[src/hw/rtl/lmss_pkg.sv]
// Shared types, codes and constants of the LED matrix scan serializer.
package lmss_pkg;

	localparam int SCAN_ROWS   = 16;
	localparam int FRAME_BYTES = 32;
	localparam int FRAME_WORDS = 8;
	localparam int WORD_BITS   = 32;

	typedef enum logic [1:0] {
		KIND_ADDR = 2'd0,
		KIND_STOP = 2'd1,
		KIND_DATA = 2'd2,
		KIND_TICK = 2'd3
	} kind_t;

	typedef enum logic [1:0] {
		REPLY_NONE = 2'd0,
		REPLY_ACK  = 2'd1,
		REPLY_DONE = 2'd2
	} reply_t;

	localparam logic DIR_WRITE = 1'b0;

	// One byte write into the frame store.
	typedef struct packed {
		logic       en;
		logic [4:0] idx;
		logic [7:0] data;
	} frame_wr_t;

	localparam logic [15:0] GREEN_INIT [FRAME_WORDS] = '{
		16'hAE00, 16'hA800, 16'hA800, 16'hAEEE,
		16'h00AA, 16'hEAEE, 16'hA4AA, 16'hEAEE
	};

	// Per output bit: bit 3 picks red, bits 2..0 the source bit.
	localparam logic [3:0] PERM [16] = '{
		4'h4, 4'hC, 4'h5, 4'hD, 4'h6, 4'hE, 4'h7, 4'hF,
		4'hB, 4'h3, 4'hA, 4'h2, 4'h9, 4'h1, 4'h8, 4'h0
	};

	// Row select bit at 16 + row over the inverted, permuted pixel pair.
	function automatic logic [WORD_BITS-1:0] make_word(input logic [7:0] red,
			input logic [7:0] green, input logic [3:0] row);
		logic [15:0]          pix;
		logic [7:0]           src;
		logic [WORD_BITS-1:0] word;
		for (int k = 0; k < 16; k++) begin
			src    = PERM[k][3] ? red : green;
			pix[k] = src[PERM[k][2:0]];
		end
		word              = '0;
		word[15:0]        = ~pix;
		word[{1'b1, row}] = 1'b1;
		return word;
	endfunction

	localparam logic [WORD_BITS-1:0] ROW_WORD_RST = make_word(8'h00, GREEN_INIT[0][15:8], 4'd0);

endpackage

[src/hw/rtl/lmss_if.sv]
// Handshake channels: bus/scan items in, reply and wire levels out.
interface lmss_cmd_if;
	logic       valid;
	logic       ready;
	logic [1:0] kind;
	logic       direction;
	logic [7:0] data_byte;

	modport source(output valid, kind, direction, data_byte, input ready);
	modport sink(input valid, kind, direction, data_byte, output ready);
endinterface

interface lmss_rsp_if;
	logic       valid;
	logic       ready;
	logic [1:0] bus_reply;
	logic       serial_clock;
	logic       short_pulse;
	logic       latch_pulse;

	modport source(output valid, bus_reply, serial_clock, short_pulse, latch_pulse,
		input ready);
	modport sink(input valid, bus_reply, serial_clock, short_pulse, latch_pulse,
		output ready);
endinterface

[src/hw/rtl/lmss_frame_store.sv]
// Red and green frame registers with byte writes and row word formation.
module lmss_frame_store
	import lmss_pkg::*;
(
	input  logic                 clk,
	input  logic                 arst_n,
	input  frame_wr_t            wr,
	input  logic [3:0]           row,
	output logic [WORD_BITS-1:0] word
);

	logic [15:0] red_q   [FRAME_WORDS];
	logic [15:0] green_q [FRAME_WORDS];

	logic [2:0]  wr_word;
	logic [15:0] red_sel, green_sel;

	assign wr_word = wr.idx[3:1];

	always_ff @(posedge clk or negedge arst_n) begin
		if (!arst_n) begin
			for (int i = 0; i < FRAME_WORDS; i++) begin
				red_q[i]   <= '0;
				green_q[i] <= GREEN_INIT[i];
			end
		end else if (wr.en) begin
			// even byte index fills the high byte
			if (wr.idx[4]) begin
				if (wr.idx[0]) green_q[wr_word][7:0]  <= wr.data;
				else           green_q[wr_word][15:8] <= wr.data;
			end else begin
				if (wr.idx[0]) red_q[wr_word][7:0]  <= wr.data;
				else           red_q[wr_word][15:8] <= wr.data;
			end
		end
	end

	always_comb begin
		red_sel   = red_q[row[2:0]];
		green_sel = green_q[row[2:0]];
		// rows 0..7 use the high bytes, rows 8..15 the low bytes
		if (row[3]) word = make_word(red_sel[7:0], green_sel[7:0], row);
		else        word = make_word(red_sel[15:8], green_sel[15:8], row);
	end

endmodule

[src/hw/rtl/led_matrix_scan_serializer_core.sv]
// One item per clock: every bus event or scan tick is accepted as one item and its
// result appears in the output register on the following cycle. The input is ready
// whenever the output register is empty or its result is being taken, so with a
// consuming sink the block sustains one item per cycle; only output back-pressure stalls
// it. Bytes written on the bus land in the frame at once, but a row being shifted keeps
// the word captured when that row began (65 ticks per row: 64 bit ticks and one idle).
module led_matrix_scan_serializer_core
	import lmss_pkg::*;
(
	input  logic      clk,
	input  logic      arst_n,
	lmss_cmd_if.sink  cmd,
	lmss_rsp_if.source rsp
);

	logic                 accept;
	kind_t                kind;
	frame_wr_t            frame_wr;
	logic [WORD_BITS-1:0] next_word;

	logic [4:0]           byte_index_q;
	logic                 bytes_full_q;
	logic [3:0]           scan_row_q;
	logic [6:0]           tick_q;
	logic                 clock_level_q;
	logic [WORD_BITS-1:0] row_word_q;

	logic                 out_valid_q;
	reply_t               reply_q;
	logic                 clock_q, short_q, latch_q;

	logic                 cur_bit;
	logic [3:0]           next_row;
	reply_t               reply_d;
	logic                 clock_d, short_d, latch_d;

	assign cmd.ready = !out_valid_q || rsp.ready;
	assign accept    = cmd.valid && cmd.ready;
	assign kind      = kind_t'(cmd.kind);
	assign next_row  = scan_row_q + 4'd1;
	assign cur_bit   = row_word_q[tick_q[5:1]];

	assign frame_wr.en   = accept && kind == KIND_DATA;
	assign frame_wr.idx  = byte_index_q;
	assign frame_wr.data = cmd.data_byte;

	lmss_frame_store u_frames (
		.clk    (clk),
		.arst_n (arst_n),
		.wr     (frame_wr),
		.row    (next_row),
		.word   (next_word)
	);

	always_comb begin
		reply_d = REPLY_NONE;
		clock_d = clock_level_q;
		short_d = 1'b0;
		latch_d = 1'b0;
		case (kind)
			KIND_ADDR: reply_d = REPLY_ACK;
			KIND_STOP: reply_d = REPLY_DONE;
			KIND_DATA: reply_d = bytes_full_q ? REPLY_DONE : REPLY_ACK;
			KIND_TICK: begin
				if (!tick_q[6]) begin
					if (!tick_q[0]) begin
						// a one bit is a short low pulse that ends high
						clock_d = cur_bit;
						short_d = cur_bit;
					end else begin
						if (!cur_bit) clock_d = 1'b1;
						latch_d = &tick_q[5:0];
					end
				end
			end
			default: reply_d = REPLY_NONE;
		endcase
	end

	always_ff @(posedge clk or negedge arst_n) begin
		if (!arst_n) begin
			byte_index_q  <= '0;
			bytes_full_q  <= 1'b0;
			scan_row_q    <= '0;
			tick_q        <= '0;
			clock_level_q <= 1'b1;
			row_word_q    <= ROW_WORD_RST;
		end else if (accept) begin
			clock_level_q <= clock_d;
			case (kind)
				KIND_ADDR: begin
					if (cmd.direction == DIR_WRITE) begin
						byte_index_q <= '0;
						bytes_full_q <= 1'b0;
					end
				end
				KIND_DATA: begin
					byte_index_q <= byte_index_q + 5'd1;
					if (&byte_index_q) bytes_full_q <= 1'b1;
				end
				KIND_TICK: begin
					if (!tick_q[6]) begin
						tick_q <= tick_q + 7'd1;
					end else begin
						tick_q     <= '0;
						scan_row_q <= next_row;
						row_word_q <= next_word;
					end
				end
				default: ;
			endcase
		end
	end

	always_ff @(posedge clk or negedge arst_n) begin
		if (!arst_n) out_valid_q <= 1'b0;
		else if (cmd.ready) out_valid_q <= cmd.valid;
	end

	always_ff @(posedge clk) begin
		if (accept) begin
			reply_q <= reply_d;
			clock_q <= clock_d;
			short_q <= short_d;
			latch_q <= latch_d;
		end
	end

	assign rsp.valid        = out_valid_q;
	assign rsp.bus_reply    = reply_q;
	assign rsp.serial_clock = clock_q;
	assign rsp.short_pulse  = short_q;
	assign rsp.latch_pulse  = latch_q;

endmodule

[src/flat_wrapper.sv]
// flat-port wrapper written by rule: the top's interface ports become plain ports
module led_matrix_scan_serializer_core_flat import lmss_pkg::*;
  (clk, arst_n, cmd_valid, cmd_kind, cmd_direction, cmd_data_byte, cmd_ready, rsp_valid, rsp_bus_reply, rsp_serial_clock, rsp_short_pulse, rsp_latch_pulse, rsp_ready);
  lmss_cmd_if cmd_i ();
  lmss_rsp_if rsp_i ();
  input  logic clk;
  input  logic arst_n;
  input wire logic [$bits(cmd_i.valid)-1:0] cmd_valid;
  input wire logic [$bits(cmd_i.kind)-1:0] cmd_kind;
  input wire logic [$bits(cmd_i.direction)-1:0] cmd_direction;
  input wire logic [$bits(cmd_i.data_byte)-1:0] cmd_data_byte;
  output wire logic [$bits(cmd_i.ready)-1:0] cmd_ready;
  output wire logic [$bits(rsp_i.valid)-1:0] rsp_valid;
  output wire logic [$bits(rsp_i.bus_reply)-1:0] rsp_bus_reply;
  output wire logic [$bits(rsp_i.serial_clock)-1:0] rsp_serial_clock;
  output wire logic [$bits(rsp_i.short_pulse)-1:0] rsp_short_pulse;
  output wire logic [$bits(rsp_i.latch_pulse)-1:0] rsp_latch_pulse;
  input wire logic [$bits(rsp_i.ready)-1:0] rsp_ready;
  assign cmd_i.valid = cmd_valid;
  assign cmd_i.kind = cmd_kind;
  assign cmd_i.direction = cmd_direction;
  assign cmd_i.data_byte = cmd_data_byte;
  assign cmd_ready = cmd_i.ready;
  assign rsp_valid = rsp_i.valid;
  assign rsp_bus_reply = rsp_i.bus_reply;
  assign rsp_serial_clock = rsp_i.serial_clock;
  assign rsp_short_pulse = rsp_i.short_pulse;
  assign rsp_latch_pulse = rsp_i.latch_pulse;
  assign rsp_i.ready = rsp_ready;
  led_matrix_scan_serializer_core u_core (.clk(clk), .arst_n(arst_n), .cmd(cmd_i), .rsp(rsp_i));
endmodule
[config.mk]
export PLATFORM = sky130hd
export DESIGN_NAME = led_matrix_scan_serializer_core_flat
export DESIGN_NICKNAME = d
export VERILOG_FILES = /design/src/hw/rtl/lmss_pkg.sv /design/src/hw/rtl/lmss_if.sv /design/src/hw/rtl/lmss_frame_store.sv /design/src/hw/rtl/led_matrix_scan_serializer_core.sv /design/src/flat_wrapper.sv
export SDC_FILE = /design/constraint.sdc
export NUM_CORES = 1
export LEC_CHECK = 0
export ABC_AREA = 1
export BUFFER_PORTS_ARGS = -buffer_cell sky130_fd_sc_hd__buf_2
export CORE_ASPECT_RATIO = 0.8
export CORE_MARGIN = 4
export CORE_UTILIZATION = 65
export DETAILED_ROUTE_END_ITERATION = 6
export MAX_ROUTING_LAYER = met4
export PLACE_DENSITY = 0.82
export SYNTH_ARGS = -nofsm -noshare
export SYNTH_HDL_FRONTEND = slang
export SYNTH_HIERARCHICAL = 1
export SYNTH_SLANG_ARGS = --single-unit
[constraint.sdc]
create_clock -name clk -period 5.1 [get_ports clk]
set_input_delay 1.02 -clock clk [delete_from_list [all_inputs] [get_ports clk]]
set_output_delay 1.02 -clock clk [all_outputs]
set_load 0.01 [all_outputs]
==> summary.md <==
| Metric | Value |
|---|---|
| DP Wirelength | 25700 um |
| Chip height | 150 um |
| Clk_skew | 9.70 ps |
| Multi-input gate area | 6470 sq um |
| Post-DRT Antenna Nets | 0 |
| Leakage power | 8.94 nW |
| Fin. Hold Viols | 0 |
| Most common cell after layout, fill and taps aside | nand2_1 |
| DRC | 0 |
| Largest delay share family, worst path | simple AND/OR/NAND/NOR gates |
| Fillers | 1940 |
| Gpl congestion | 0.921 |
| Inserted Clock Buffers | 31 |
| Post-Route WL | 41500 um |
| #FFs+latches synth | 312 |
| Synth warnings | 6 |
| Clock transition at path regs | 60 ps |
| Worst EP arrival | 3490 ps |
| I/O pins | 22 |
| Core area | 24600 sq um |
| Clock Latency Late Sink | 560 ps |
| M1 wire length | 17900 um |
| Min Tclk post-route | 3100 ps |
| Synth area leaders | dfrtp_1, nand2_1, dfstp_2 |
| IO Port Bufs | 21 |
| Placed inst area | 16300 sq um |
| Synth unique cells | 40 |
| Share of flip-flops with an asynchronous set or reset | 98.4% |
| Max Used Layer | met4 |
| Post-CTS Hold Buffers | 0 |
| Period utilisation layout | 60.7% |
| FP Rows | 51 |
| Clk pwr share | 27.2% |
| Drt wl/cell | 16.1 um |
| Post-CTS setup buffer count | 0 |
| Combinational Power Share | 39.4% |
| Largest net degree at the start of global routing | 112 |
| Syn Area/Cell | 7.15 sq um |
| Critical Path RT | 5490 ps |
| Fin nets | 2258 |
| CTS tree | built |
| Max-Cap Viols | 0 |
| Setup TNS | 0 ps |
| CP endpoint kind | flip-flop |
| Area growth from synthesis to layout | 6.91% |
| Drt via density | 5.45 |
| Most frequent cells in the layout | nand2_1, inv_1, dfrtp_1 |
| Vias in the first global route | 13264 |
| Fin. max-slew vios | 0 |
| Die Area | 27800 sq um |
| VDD IR max | 0.000342 V |
| CTS root buffer | clkbuf_16 |
| Post-CTS Resized | 0 |
| First-pass GRT wire length | 67700 um |
| Top_reg_cell synth | dfrtp_1 |
| Switching share of power | 41.4% |
| H-tree Lvls | 1 |
| Sw power | 3.94 mW |
| Fmax | 323 MHz |
| Largest stage delay on the critical path | 530 ps |
| Sequential area share after synthesis | 48.4% |
| Synth area leader | dfrtp_1 |
| CP Max Fanout | 17 |
| Startpoint Class | input pin |
| Hold Path Class | flip-flop to flip-flop |
| Congestion Overflow GR | 0 |
| Post-synth EDFFs | 5 |
| PD cells | 545 nW/um^2 |
| Final setup vio count | 0 |
| Drt first pass iters | 6 |
| Drt initial violations | 1505 |
| Area share of the largest cell type after synthesis | 36.6% |
| Fin area | 17500 sq um |
| Clk buf depth | 3 |
| Worst path buffer plus inverter count | 3 |
| Cell Int Power | 5.59 mW |
| Critical path's slowest cell | nand3_1 |
| Clock sink count | 312 |
| DIE WIDTH | 185 um |
| Initial core utilization | 66.6% |
| Slew margin rel. | 22.3% |
| DR vias | 14062 |
| Unrepaired setup endpoints after global routing | no |
| Antenna violations before repair | 0 |
| Post-Syn Instances | 2288 |
| Worst Tran Pin Value | 1170 ps |
| GRT Resource Usage Total | 31.3% |
| Register Area | 7920 sq um |
| Met3 wire len | 3560 um |
| Tot Pwr | 9.53 mW |
| Synth Net Count | 2307 |
| Critical path type | input pin to flip-flop |
| Mapped Area | 16400 sq um |
| Sequential Power Share | 33.4% |
| Fraction of layout cells with a size suffix above 1 | 10.1% |
| Outcome | completed |
| Crit-path cells | buf_2 -> inv_1 -> nand2_2 -> nand2_2 -> or2_1 -> nor2_1 -> inv_1 -> nor2_4 -> nand3_1 -> nand2_1 -> o21ai_0 |
| Met2 WL | 18600 um |
-- power groups by stage --
stage          clock network [mW]  logic [mW]  registers (mW)
5_1_grt                      2.72        4.23            3.23
2_1_floorplan                   0        2.67            3.14
3_3_place_gp                    0        3.57            3.20
6_report                     2.59        3.76            3.19
3_5_place_dp                    0        3.63            3.22
4_1_cts                      2.62        3.67            3.18
-- registers in the layout (all words and copies together), names as in the netlist --
signal / count
u_core/tick_q: 7
u_core/rsp.bus_reply: 2
u_core/rsp.latch_pulse: 1
u_core/u_frames/green_q: 128
u_core/rsp.valid: 1
u_core/rsp.serial_clock: 1
u_core/clock_level_q: 1
u_core/bytes_full_q: 1
u_core/row_word_q: 32
u_core/scan_row_q: 4
u_core/byte_index_q: 5
u_core/rsp.short_pulse: 1
u_core/u_frames/red_q: 128
-- layer usage --
layer	vias to the layer above	GRT usage [%]
met5	-	-
met4	0	10.5
met3	114	5.08
met2	593	47.5
met1	6606	43.4
li1	6749	-
-- stage by stage --
stage               std cells  setup WS (ps)  hold slack [ps]  utilization [%]
floorplan                2288           2280              442                -
global placement         2524           1620              453             66.4
detailed placement       2524           1540              456             66.4
CTS                      2581           2110              465             71.2
global route             2581           1840              487             71.2
finish                   2582           2000              465             71.2
-- worst paths after layout --
check                                           start                          end  slack, ps  depth (start not counted)
worst min register to register  u_core/row_word_q[16]        u_core/row_word_q[16]        460                          2
worst max register to register   u_core/scan_row_q[0]         u_core/row_word_q[3]       2050                         13
worst max-delay path                        rsp_ready    u_core/u_frames/red_q[88]       2000                         11
worst min-delay path            u_core/row_word_q[16]        u_core/row_word_q[16]        460                          2
min in group asynchronous                      arst_n    u_core/u_frames/red_q[63]        500                          1
max in group asynchronous                      arst_n  u_core/u_frames/green_q[43]       3470                          2
-- cell families (layout without fill, tap and decap cells) --
logic type	after synthesis	count (layout)	synth area share, %
AND/OR/NAND/NOR	1207	1207	29.6
buffers and inverters	465	440	12.1
flip-flops	312	312	48.4
AO/OA/AOI/OAI	297	297	9.42
adder cells (fa/ha/maj)	4	4	0.306
XOR/XNOR	3	3	0.161
other	0	1	0
-- layout make-up --
| cell class | count | area share [%] |
|---|---|---|
| Sequential cell | 312 | 45.3 |
| Multi-Input combinational cell | 1511 | 37.0 |
| Antenna cell | 1 | 0.0143 |
| Timing Repair Buffer | 31 | 1.16 |
| Clock inverter | 14 | 1.64 |
| Tap cell | 318 | 2.27 |
| Clock buffer | 43 | 5.09 |
| Inverter | 352 | 7.59 |
-- synth_stat cells (all sizes together) (3+ instances only) --
library cell / number
a21oi: 78
xor2: 3
clkinv: 3
ha: 4
dfrtp: 239
dfstp: 68
o21ai: 212
nand3: 33
edfxtp: 5
nor2: 119
clkbuf: 43
nand2: 1041
nor3: 9
inv: 349
buf: 70
-- worst reg2reg max path, cell delays in order (launching register included) --
cell     delay (ps)
dfrtp_1         450
inv_4           240
inv_4           930
buf_4           550
nand2_1         110
nand2_1          80
nand2_1          50
nand2_1         100
nand2_1          60
nand2_1         100
inv_1            40
nand2_1          90
nand2_1          60
o21ai_0         110
No activity file was read; power rests on OpenSTA's default activity.
